File: config.mk
export PLATFORM = sky130hd
export DESIGN_NAME = comam_ctrl
export DESIGN_NICKNAME = d
export VERILOG_FILES = /design/src/comam_pkg.sv /design/src/comam_ctrl.sv
export SDC_FILE = /design/constraint.sdc
export NUM_CORES = 1
export LEC_CHECK = 0
export ABC_AREA = 1
export BUFFER_PORTS_ARGS = -buffer_cell sky130_fd_sc_hd__buf_4
export CORE_UTILIZATION = 42
export CTS_CLUSTER_SIZE = 40
export DETAILED_ROUTE_END_ITERATION = 8
export PLACE_DENSITY = 0.71
export SYNTH_ARGS = -nofsm -noshare
export SYNTH_HDL_FRONTEND = slang
export SYNTH_SLANG_ARGS = --single-unit
File: constraint.sdc
create_clock -name clk -period 1.17 [get_ports clk]
set_input_delay 0.234 -clock clk [delete_from_list [all_inputs] [get_ports clk]]
set_output_delay 0.234 -clock clk [all_outputs]
set_load 0.005 [all_outputs]
File: src/comam_pkg.sv
// Shared types and constants for the center-of-mass / angular-momentum block.
`timescale 1ns / 1ps
`default_nettype none
package comam_pkg;

  localparam int unsigned MSUM_W = 40;
  localparam logic [MSUM_W-1:0] MSUM_MAX = {MSUM_W{1'b1}};

  typedef enum logic [1:0] {
    ERR_OK       = 2'd0,
    ERR_ZERO_MASS = 2'd1,
    ERR_OVERFLOW = 2'd2
  } err_t;

  // Datapath commands issued by the controller.
  typedef struct packed {
    logic load;        // store and accumulate the input word
    logic div_start;   // launch the six center-of-mass divisions
    logic pass_start;  // zero angular momentum, reset read index
    logic pass_rd;     // issue a store read at the pass index
    logic pass_acc;    // one pipeline step of the second pass
    logic out_load;    // capture the result word
    logic clear;       // drop the per-set sums
  } cmd_t;

  // Status returned to the controller.
  typedef struct packed {
    logic div_busy;
    logic pass_last;   // the read just issued is the final particle
    logic full;        // particle store already holds MAX_PARTICLES
    logic overflow;
    logic zero_mass;
  } stat_t;

  function automatic logic signed [63:0] sat_add64(input logic signed [63:0] a,
                                                   input logic signed [63:0] b);
    logic signed [64:0] s;
    s = {a[63], a} + {b[63], b};
    if (s[64] != s[63]) begin
      sat_add64 = s[64] ? {1'b1, 63'd0} : {1'b0, {63{1'b1}}};
    end else begin
      sat_add64 = s[63:0];
    end
  endfunction

  function automatic logic signed [31:0] sat32(input logic signed [32:0] v);
    if (v[32] != v[31]) begin
      sat32 = v[32] ? {1'b1, 31'd0} : {1'b0, {31{1'b1}}};
    end else begin
      sat32 = v[31:0];
    end
  endfunction

endpackage
`default_nettype wire

File: src/comam_ctrl.sv
// Controller: load, divide, second pass and result handoff sequencing.
`timescale 1ns / 1ps
`default_nettype none
module comam_ctrl (
  input  wire logic             clk,
  input  wire logic             rst,
  input  wire logic             in_valid,
  output logic                  in_ready,
  input  wire logic             last_particle,
  output logic                  out_valid,
  input  wire logic             out_ready,
  output comam_pkg::cmd_t       cmd,
  input  wire comam_pkg::stat_t stat
);
  typedef enum logic [2:0] {
    S_LOAD, S_DIV0, S_DIV, S_PASS, S_DRAIN, S_OUT, S_HOLD
  } state_t;

  state_t     state;
  logic       reading;
  logic [2:0] drain;

  wire in_acc = in_valid && in_ready;

  always_comb begin
    cmd = '0;
    in_ready = (state == S_LOAD);
    cmd.load = in_acc;
    unique case (state)
      S_LOAD: ;
      S_DIV0: begin
        cmd.div_start  = !stat.zero_mass;
        cmd.pass_start = 1'b1;
      end
      S_DIV: ;
      S_PASS: begin
        cmd.pass_rd  = reading;
        cmd.pass_acc = 1'b1;
      end
      S_DRAIN: cmd.pass_acc = 1'b1;
      S_OUT: begin
        cmd.out_load = 1'b1;
        cmd.clear    = 1'b1;
      end
      S_HOLD: ;
      default: ;
    endcase
  end

  always_ff @(posedge clk) begin
    if (rst) begin
      state     <= S_LOAD;
      out_valid <= 1'b0;
      reading   <= 1'b0;
      drain     <= '0;
    end else begin
      unique case (state)
        S_LOAD: begin
          if (in_acc && last_particle) begin
            // overflow skips straight to the result
            if (stat.overflow || stat.full) begin
              state <= S_OUT;
            end else begin
              state <= S_DIV0;
            end
          end
        end
        S_DIV0: state <= stat.zero_mass ? S_OUT : S_DIV;
        S_DIV: begin
          if (!stat.div_busy) begin
            state   <= S_PASS;
            reading <= 1'b1;
          end
        end
        S_PASS: begin
          if (stat.pass_last) begin
            state <= S_DRAIN;
            drain <= 3'd5;
          end
        end
        S_DRAIN: begin
          drain <= drain - 3'd1;
          if (drain == 3'd1) begin
            state <= S_OUT;
          end
        end
        S_OUT: begin
          state     <= S_HOLD;
          out_valid <= 1'b1;
        end
        S_HOLD: begin
          if (out_ready) begin
            out_valid <= 1'b0;
            state     <= S_LOAD;
          end
        end
        default: state <= S_LOAD;
      endcase
    end
  end

  assert property (@(posedge clk) disable iff (rst) out_valid |-> !in_ready)
    else $error("input taken while result pending");
  assert property (@(posedge clk) disable iff (rst) cmd.out_load |=> out_valid)
    else $error("result not presented");
  assert property (@(posedge clk) disable iff (rst) cmd.pass_rd |-> state == S_PASS)
    else $error("store read outside pass");
endmodule
`default_nettype wire

# Word-level counts from Yosys, hierarchy flattened
# Index checks and enable logic that the tools add are counted.
# classes
n_addsub	1
mul	0
n_div	0
magnitude_cmp	0
eq_ne	12
shifts	0
n_mux	16
n_bitwise	1
n_reduce_logical	12
# op_table
cell	count
3-bit 2-to-1 mux	8
3-bit case mux with 7 select lines	1
3-bit equality test (second input constant)	3
2-bit != test (second input constant)	4
3-bit by 1-bit equality test with 1-bit output (second input constant)	2
3-bit by 2-bit equality test with 1-bit output (second input constant)	2
3-bit case mux with 2 select lines	1
2-bit AND reduction	3
5-bit AND reduction	1
2-bit 2-to-1 mux	2
2-bit nonzero test	2
3-bit logical NOT	1
1-bit 2-to-1 mux	3
3-bit by 1-bit subtractor with 3-bit output (second input constant)	1
1-bit logical AND	2
2-bit by 1-bit != test with 1-bit output (second input constant)	1
1-bit case mux with 2 select lines	1
2-bit OR reduction	1
1-bit logical NOT	1
1-bit logical OR	1
1-bit NOT	1
# word_totals
regBits	8
latchBits	0
mem_bits_rw	0
mem_bits_ro	0
output_inout_bits	9
word_cells	46
mem_count	0

# Logic depth before layout (Yosys ltp)
# Gate-level depths: netlist of run 1.
# logic_depth
word_depth	5
mapped_depth	8
depth_no_buf	8

# Worst setup path after synthesis of run 1
# No wires, ideal clock.
# synth_timing
kind	flip-flop to output port
from	reg state[0]
to	out cmd[1] in the netlist's numbering
t_arrival_ns	0.971
required_ns	0.936
setup_slack_ns	-0.035
stages_incl_launch_ff	6
cell_sequence	dfxtp_1 -> inv_2 -> nor2_1 -> inv_1 -> nor2_1 -> buf_4
# synth_rtl
item	line	text
start: declaration	comam_ctrl.sv:19	state_t state;
start signal: assignment	comam_ctrl.sv:68	S_DIV0: state <= stat.zero_mass ? S_OUT : S_DIV;
end: declaration	comam_ctrl.sv:12	output comam_pkg::cmd_t cmd,

==> impl_metrics.json, run 1 <==
{
  "status": "finished with violations",
  "violations": "setup timing",
  "ys_warn_count": 0,
  "worstSkewPairLatency_ns": 0.25,
  "fmax_mhz": 761.9,
  "synth_seq_cells": 8,
  "viasPerCell": 5.081,
  "timing_hold_violations_final": 0,
  "hold-path-endpoint": "state[2]",
  "min_period_ns": 1.313,
  "intPower_w": 0.001243,
  "cts.root.buffer_cell": "clkbuf_4",
  "multi_input_area_um2": 396.6,
  "diodes": 0,
  "finalCritPeriodShare": 1.122,
  "setup_viol": 8,
  "final_common_cell": "buf_4",
  "p_leak_nw": 0.4555,
  "end_kind": "primary output",
  "die_h_um": 39.22,
  "grt_max_degree": 9,
  "powerDensity_nw_per_um2": 2385,
  "ctsHoldBuffers": 0,
  "finalClockSkew_ns": 0.001109,
  "synth_mux_area_frac": 0,
  "drv_slew": 0,
  "criticalPathCategory": "flip-flop to primary output",
  "yosys.area_share.simple": 0.3656,
  "synth_compound_area_frac": 0.1355,
  "hold_depth": 2,
  "grt_pass1_wl_mm": 2.070,
  "sw_frac_of_total": 0.4312,
  "reg2reg_to": "state[2]",
  "path_buf_inv": 3,
  "port_buffers": 18,
  "synthDistinctLibCells": 22,
  "hp-class": "primary input to flip-flop",
  "timing.max_cap.violations": 0,
  "regArea_um2": 172.7,
  "gr-total-overflow": 0,
  "cts_max_level": 1,
  "crit-reg2reg-launch": "state[1]",
  "power_frac_clock": 0.097,
  "clock_path_buffers": 2,
  "cts_tree": "done",
  "die_area_um2": 1538,
  "crit_path_top_delay_cell": "dfxtp_4",
  "syn_area_per_cell_um2": 6.324,
  "vias": 686,
  "num_rows": 13,
  "cp_top_family": "flip-flops",
  "dpl.hpwl_mm": 1.072,
  "tns_ns": -0.9957,
  "crit_path_start": "state[0]",
  "worst_ep_arrival_time_ns": 1.08,
  "slew_headroom": 0.8692,
  "syn-num-nets": 104,
  "antenna_found_initial": 0,
  "initial_core_util": 0.4471,
  "rr_worst_depth": 6,
  "rsz0062_at_grt": "true",
  "syn2layout_area_growth_pct": 57.42,
  "synth_seq_area_share": 0.2753,
  "place_area_um2": 729.5,
  "syn_inst": 92,
  "worst_pin_slew_ns": 0.1942,
  "critPathRequiredTime_ns": 0.94,
  "synth_top_family_by_area": "simple AND/OR/NAND/NOR gates",
  "crit_fanout": 7,
  "nFillCells": 109,
  "synthAdderAreaFrac": 0.04301,
  "drt_wl_total_mm": 1.515,
  "hold_ws_ns": 0.1790,
  "clock-sinks": 8,
  "grt_use_total": 0.1955,
  "p_switching_w": 0.0009421,
  "ioPinCount": 19,
  "worstHoldStart": "rst",
  "drt_iter0_markers": 18,
  "seqPwrFrac": 0.245,
  "synth_area_um2": 581.8,
  "synth_xor_xnor_area_share": 0,
  "rrSetupSlack_ns": 0.04,
  "fp.dieW_um": 39.22,
  "layout_common_cells": "25 x buf_4, 14 x inv_1, 13 x nand2_1, 8 x nor2_1",
  "max_stage_delay_ns": 0.41,
  "pre_cts_ws_ns": -0.05149,
  "startpoint_type": "flip-flop",
  "coreArea_um2": 1301,
  "drc": 0,
  "post_drt_wl_per_cell_um": 11.22,
  "numCtsBuffers": 3,
  "worst_slack_ns": -0.1425,
  "clk_pin_slew_ns": 0.06,
  "post-route-cell-area_um2": 915.9,
  "gp_congestion": 0.9097,
  "drive_gt1_frac": 0.5083,
  "dr.pass1.iters": 4,
  "grt_pass1_vias": 559,
  "critical_path.cell_chain": "inv_4, nor2_4, inv_2, nor3_2, buf_4",
  "ant_nets": 0,
  "vdd_drop_max_mv": 1.359,
  "final_nets": 134,
  "comb_power_share": 0.658
}
-- metal layers --
metal	global-route usage	share of wire
met5	0	0
met1	0.2448	0.42
met4	0.06897	0.014
met3	0.01734	0.036
met2	0.3417	0.52
-- state kept, by name, summed over array words and instances, names as in the netlist --
register / cells
drain: 3
state: 3
out_valid: 1
reading: 1
-- per-stage QoR --
step | util | total power (W) | instances
floorplan | - | 0.001180 | 92
global placement | 0.5606 | 0.001470 | 125
detailed placement | 0.5606 | 0.001491 | 125
CTS | 0.6481 | 0.001952 | 134
global route | 0.7038 | 0.002351 | 135
finish | 0.7038 | 0.002185 | 135
-- cell type report --
| class | count | share of cell area |
|---|---|---|
| repair buffers | 29 | 0.2541 |
| well taps | 15 | 0.02049 |
| clock buffers | 3 | 0.02459 |
| inverters | 18 | 0.07924 |
| multi-input cells | 62 | 0.4331 |
| flip-flops and latches | 8 | 0.1885 |
-- Yosys cell counts --
cell	number	share of area
a21oi_1	6	0.052
a31oi_1	1	0.011
and3_1	1	0.011
buf_4	2	0.026
buf_6	2	0.039
dfxtp_1	8	0.28
ha_1	2	0.043
inv_1	16	0.10
inv_2	2	0.013
nand2_1	17	0.11
nand3_1	9	0.077
nand3_2	1	0.017
nand4_1	1	0.011
nor2_1	11	0.071
nor2_2	2	0.022
nor2_4	1	0.019
nor3_1	2	0.017
o211ai_1	1	0.013
o21ai_0	4	0.034
o21ai_2	1	0.015
o22ai_1	1	0.011
or2_2	1	0.011
-- how the worst max path moves through the flow --
stage          slack, ns      to  cells after the start
4_1_cts            -0.15  cmd[5]                      5
6_report           -0.14  cmd[5]                      5
5_1_grt            -0.19  cmd[5]                      5
3_5_place_dp       -0.05  cmd[0]                      5
3_3_place_gp       -0.04  cmd[1]                      5
2_1_floorplan       0.02  cmd[1]                      5
-- power groups by stage --
| stage | Clock [W] | Combinational [W] | Sequential (W) |
|---|---|---|---|
| global placement | 0 | 0.000996 | 0.000474 |
| floorplan | 0 | 0.000753 | 0.000427 |
| CTS | 0.000215 | 0.00121 | 0.000526 |
| global route | 0.000222 | 0.00158 | 0.000547 |
| detailed placement | 0 | 0.00101 | 0.000478 |
| finish | 0.000212 | 0.00144 | 0.000535 |
-- repair_timing --
action | CTS | global route
pin swaps | 3 | 7
hold endpoints to repair | 0 | 0
buffers inserted | 6 | 1
setup endpoints to repair | 14 | 13
resized for setup | 16 | 19
-- cell families after synthesis --
family          Yosys count
simple gates             46
buf+inv                  22
compound gates           14
flops                     8
fa+ha+maj                 2
No activity file was read; power rests on OpenSTA's default activity.
==> run 2: changes to the inputs <==
--- a/config.mk
+++ b/config.mk
@@ -7,6 +7,7 @@
 export LEC_CHECK = 0
 export ABC_AREA = 1
 export BUFFER_PORTS_ARGS = -buffer_cell sky130_fd_sc_hd__buf_4
+export CAP_MARGIN = 20
 export CORE_UTILIZATION = 42
 export CTS_CLUSTER_SIZE = 40
 export DETAILED_ROUTE_END_ITERATION = 8
==> constraint.sdc (replaced) <==
create_clock -name clk -period 1.17 [get_ports clk]
set_input_delay 0.0585 -clock clk [delete_from_list [all_inputs] [get_ports clk]]
set_output_delay 0.0585 -clock clk [all_outputs]
set_load 0.005 [all_outputs]
==> run 2 against run 1 <==
Net effect: the run still ends with setup timing left; cell area shrank 0.55%; first-iteration DRC count decreased by 39%; global-route usage grew 0.41 points; clock power is essentially flat; die area did not move; sequential cell count unchanged; clock skew hardly changed.
==> impl_metrics.json, run 2 (synthesis results as in run 1) <==
{
  "die_h_um": 39.22,
  "ioPinCount": 19,
  "ctsHoldBuffers": 0,
  "gr-total-overflow": 0,
  "crit_path_start": "state[0]",
  "timing.max_cap.violations": 0,
  "fmax_mhz": 854.0,
  "drt_iter0_markers": 11,
  "timing_hold_violations_final": 0,
  "vias": 706,
  "worst_slack_ns": -0.0009572,
  "viasPerCell": 5.191,
  "diodes": 0,
  "seqPwrFrac": 0.256,
  "gp_congestion": 0.9003,
  "final_nets": 135,
  "grt_pass1_vias": 555,
  "fp.dieW_um": 39.22,
  "final_common_cell": "buf_4",
  "finalCritPeriodShare": 1.001,
  "cts_tree": "done",
  "vdd_drop_max_mv": 1.247,
  "grt_pass1_wl_mm": 2.076,
  "grt_use_total": 0.1995,
  "grt_max_degree": 9,
  "drive_gt1_frac": 0.5041,
  "drt_wl_total_mm": 1.564,
  "rrSetupSlack_ns": 0.01,
  "coreArea_um2": 1301,
  "nFillCells": 121,
  "p_leak_nw": 0.4550,
  "status": "finished with violations",
  "clk_pin_slew_ns": 0.06,
  "cts_max_level": 1,
  "crit_end": "cmd[6]",
  "intPower_w": 0.001191,
  "place_area_um2": 743.2,
  "die_area_um2": 1538,
  "total_power_w": 0.002132,
  "comb_power_share": 0.644,
  "reg2reg_to": "state[2]",
  "worst_pin_slew_ns": 0.1796,
  "ant_nets": 0,
  "crit-reg2reg-launch": "state[0]",
  "antenna_found_initial": 0,
  "layout_common_cells": "27 x buf_4, 14 x nand2_1, 13 x inv_1, 8 x nand3_1, 6 x nor2_1",
  "clock_path_buffers": 2,
  "min_period_ns": 1.171,
  "drv_slew": 0,
  "dr.pass1.iters": 4,
  "cts.root.buffer_cell": "clkbuf_4",
  "powerDensity_nw_per_um2": 2341,
  "setup_viol": 1,
  "post-route-cell-area_um2": 910.9,
  "numCtsBuffers": 3,
  "p_switching_w": 0.0009415,
  "violations": "setup timing",
  "end_kind": "primary output",
  "port_buffers": 18,
  "crit_fanout": 6,
  "finalClockSkew_ns": 0.0009997,
  "num_rows": 13,
  "startpoint_type": "flip-flop",
  "power_frac_clock": 0.100,
  "criticalPathCategory": "flip-flop to primary output",
  "critPathRequiredTime_ns": 1.11,
  "dpl.hpwl_mm": 1.038,
  "drc": 0,
  "worstSkewPairLatency_ns": 0.25,
  "initial_core_util": 0.4471,
  "syn2layout_area_growth_pct": 56.56,
  "reg_top3": "drain (3), state (3)",
  "post_drt_wl_per_cell_um": 11.50,
  "slew_headroom": 0.8790,
  "rr_worst_depth": 7,
  "clock-sinks": 8,
  "rsz0062_at_grt": "true",
  "sw_frac_of_total": 0.4415,
  "worst_ep_arrival_time_ns": 1.11,
  "hp-class": "primary input to flip-flop"
}
## run 2: cell count changes in the layout (fill, tap and decap cells not counted), sizes merged
cell,delta
buf,+1
## run 2: per-layer routing
metal | GRT usage | share of wire
met1 | 0.2257 | 0.43
met2 | 0.3833 | 0.48
met3 | 0.01734 | 0.050
met4 | 0.06034 | 0.031
met5 | 0 | 0
## run 2: worst min path at each step
| stage | from | cells past startpoint | slack (ns) | to |
|---|---|---|---|---|
| final | rst | 2 | 0.001 | state[2] |
| after global routing | rst | 2 | 0.004 | state[2] |
| after CTS | rst | 2 | 0.002 | state[2] |
| after detailed placement | rst | 2 | 0.28 | state[2] |
| after global placement | rst | 2 | 0.27 | state[2] |
| after floorplan | rst | 1 | 0.13 | reading |
## run 2: worst max-delay path, stage by stage, from the launching register on
cell	delay (ns)
dfxtp_4	0.38
nor2_4	0.20
and3_1	0.18
buf_4	0.10
## run 2: power groups by stage
stage	Combinational [W]	Clock [W]	Sequential, W
floorplan	0.000753	0	0.000423
global placement	0.000987	0	0.000476
detailed placement	0.00101	0	0.000480
CTS	0.00116	0.000222	0.000508
global route	0.00152	0.000231	0.000560
finish	0.00137	0.000213	0.000545
## run 2: cell type report
class                           instances  area (um2)  share of cell area
Multi-Input combinational cell         62       387.9              0.4258
Timing Repair Buffer                   30       236.5              0.2596
Clock buffer                            3       22.52             0.02473
Tap cell                               15       18.77             0.02060
Inverter                               18       72.57             0.07967
Sequential cell                         8       172.7              0.1896
## run 2: metrics by stage
step	util	hold slack, ns	cells	worst slack (ns)	setup TNS, ns
after CTS	0.6385	0.001779	135	-0.02743	-0.08981
after global routing	0.7000	0.004451	136	-0.05435	-0.2555
after global placement	0.5712	0.2724	127	-0.01134	-0.01806
final	0.7000	0.001478	136	-0.0009572	-0.0009572
after floorplan	-	0.1276	92	0.05138	0
after detailed placement	0.5712	0.2805	127	-0.04494	-0.09329
## run 2: what timing repair did
item | CTS | global route
endpoints found under the setup margin | 13 | 12
setup buffers | 5 | 2
gates resized for setup | 12 | 23
pin swaps | 1 | 6
==> run 3: changes to the inputs <==
--- a/config.mk
+++ b/config.mk
@@ -8,10 +8,10 @@
 export ABC_AREA = 1
 export BUFFER_PORTS_ARGS = -buffer_cell sky130_fd_sc_hd__buf_4
 export CAP_MARGIN = 20
-export CORE_UTILIZATION = 42
+export CORE_UTILIZATION = 43
 export CTS_CLUSTER_SIZE = 40
 export DETAILED_ROUTE_END_ITERATION = 8
-export PLACE_DENSITY = 0.71
+export PLACE_DENSITY = 0.72
 export SYNTH_ARGS = -nofsm -noshare
 export SYNTH_HDL_FRONTEND = slang
 export SYNTH_SLANG_ARGS = --single-unit
==> run 3 against run 2 <==
Net effect: critical path depth rose by 4; sequential power fell by 3.7%; the run now ends clean; first-iteration DRC count rose by 18%; highest routed layer unchanged; largest power group unchanged; die area fell by 2.2%; non-clock buffer count rose by 1; combinational power fell by 3%; cell count did not move; sequential share of layout area rose by 0.46 points.
==> impl_metrics.json, run 3 (synthesis results as in run 1) <==
{
  "grt_pass1_vias": 654,
  "criticalPathCategory": "flip-flop to flip-flop",
  "syn2layout_area_growth_pct": 55.05,
  "status": "finished clean",
  "fmax_mhz": 862.6,
  "die_area_um2": 1504,
  "clk_pin_slew_ns": 0.06,
  "coreArea_um2": 1186,
  "finalCritPeriodShare": 0.9909,
  "setup_viol": 0,
  "port_buffers": 18,
  "gp_congestion": 0.8649,
  "p_leak_nw": 0.4595,
  "numCtsBuffers": 3,
  "post_drt_wl_per_cell_um": 11.14,
  "finalClockSkew_ns": 0.004694,
  "crit_fanout": 7,
  "drc": 0,
  "ioPinCount": 19,
  "grt_use_total": 0.2539,
  "drv_slew": 0,
  "die_h_um": 38.79,
  "total_power_w": 0.002073,
  "fp.dieW_um": 38.79,
  "dpl.hpwl_mm": 1.037,
  "gr-total-overflow": 0,
  "hold_ws_ns": 0.09164,
  "cts_max_level": 1,
  "critical_path.cell_chain": "nand2_1, nor2_2, nand2_2, nand2_1, nor2_4, nand3_1, a21oi_2",
  "timing_hold_violations_final": 0,
  "clock_path_buffers": 2,
  "critPathRequiredTime_ns": 1.31,
  "vias": 676,
  "diodes": 0,
  "initial_core_util": 0.4905,
  "powerDensity_nw_per_um2": 2298,
  "end_kind": "flip-flop",
  "viasPerCell": 4.971,
  "worst_pin_slew_ns": 0.1821,
  "final_nets": 136,
  "ant_nets": 0,
  "drt_iter0_markers": 13,
  "antenna_found_initial": 0,
  "worst_ep_arrival_time_ns": 1.30,
  "hp-class": "primary input to flip-flop",
  "worstSkewPairLatency_ns": 0.26,
  "slew_headroom": 0.8781,
  "cts_tree": "done",
  "layout_common_cells": "29 x buf_4, 14 x nand2_1, 13 x inv_1, 7 x nor2_1, 6 x nand3_1",
  "reg_top3": "drain (3), state (3)",
  "vdd_drop_max_mv": 1.609,
  "drt_wl_total_mm": 1.515,
  "max_stage_delay_ns": 0.40,
  "clock-sinks": 8,
  "crit_path_top_delay_cell": "dfxtp_4",
  "path_buf_inv": 0,
  "nFillCells": 92,
  "dr.pass1.iters": 4,
  "cpMostUsedCell": "nand2_1",
  "min_period_ns": 1.159,
  "rsz0062_at_grt": "true",
  "grt_max_degree": 9,
  "cp_top_family": "simple AND/OR/NAND/NOR gates",
  "startpoint_type": "flip-flop",
  "final_common_cell": "buf_4",
  "grt_pass1_wl_mm": 2.594,
  "drive_gt1_frac": 0.5000,
  "cts.root.buffer_cell": "clkbuf_4",
  "num_rows": 12,
  "timing.max_cap.violations": 0
}
run 3: worst paths after layout:
kind	start	end	slack [ns]	cells after the start
worst min register to register	out_valid	out_valid	0.48	2
worst min-delay path	stat[4]	reading	0.09	4
worst max register to register	state[1]	state[0]	0.01	7
worst max-delay path	state[1]	state[0]	0.01	7
run 3: worst min-delay path, cell delays in order:
cell,delay [ns]
buf_4,0.08
inv_1,0.05
nand2_1,0.06
a21oi_1,0.05
run 3: what timing repair did:
item,CTS,global route
pin swaps,1,2
resized for setup,15,15
hold buffers,1,0
setup endpoints to repair,11,12
endpoints found under the hold margin,1,0
buffers inserted,5,1
run 3: metal layers:
metal | vias to the layer above | GRT usage | wire [um]
li1 | 350 | - | -
met1 | 300 | 0.3077 | 687
met2 | 22 | 0.3958 | 724
met3 | 4 | 0.09249 | 82
met4 | 0 | 0.1121 | 21
met5 | - | 0 | 0
run 3: area by class of cell:
| class | count | area [um2] | area share |
|---|---|---|---|
| well taps | 14 | 17.52 | 0.01942 |
| clock buffers | 3 | 22.52 | 0.02497 |
| multi-input cells | 62 | 377.9 | 0.4189 |
| inverters | 18 | 70.07 | 0.07767 |
| flip-flops and latches | 8 | 175.2 | 0.1942 |
| repair buffers | 31 | 239.0 | 0.2649 |
run 3: through the flow:
step	TNS [ns]	setup WS [ns]	cell area [um2]	cells	utilization
2_1_floorplan	0	0.05138	581.8	92	-
3_3_place_gp	0	0.005907	742.0	126	0.6255
3_5_place_dp	-0.08342	-0.03411	742.0	126	0.6255
4_1_cts	-0.0008771	-0.0008771	854.6	135	0.7205
5_1_grt	-0.4285	-0.06629	902.1	136	0.7605
6_report	0	0.01070	902.1	136	0.7605
run 3: power by group:
part | internal, W | total (W) | switching [W]
logic | 0.000644 | 0.00133 | 0.000689
clock network | 0.000118 | 0.000215 | 0.0000976
registers | 0.000397 | 0.000525 | 0.000129
total | 0.00116 | 0.00207 | 0.000915
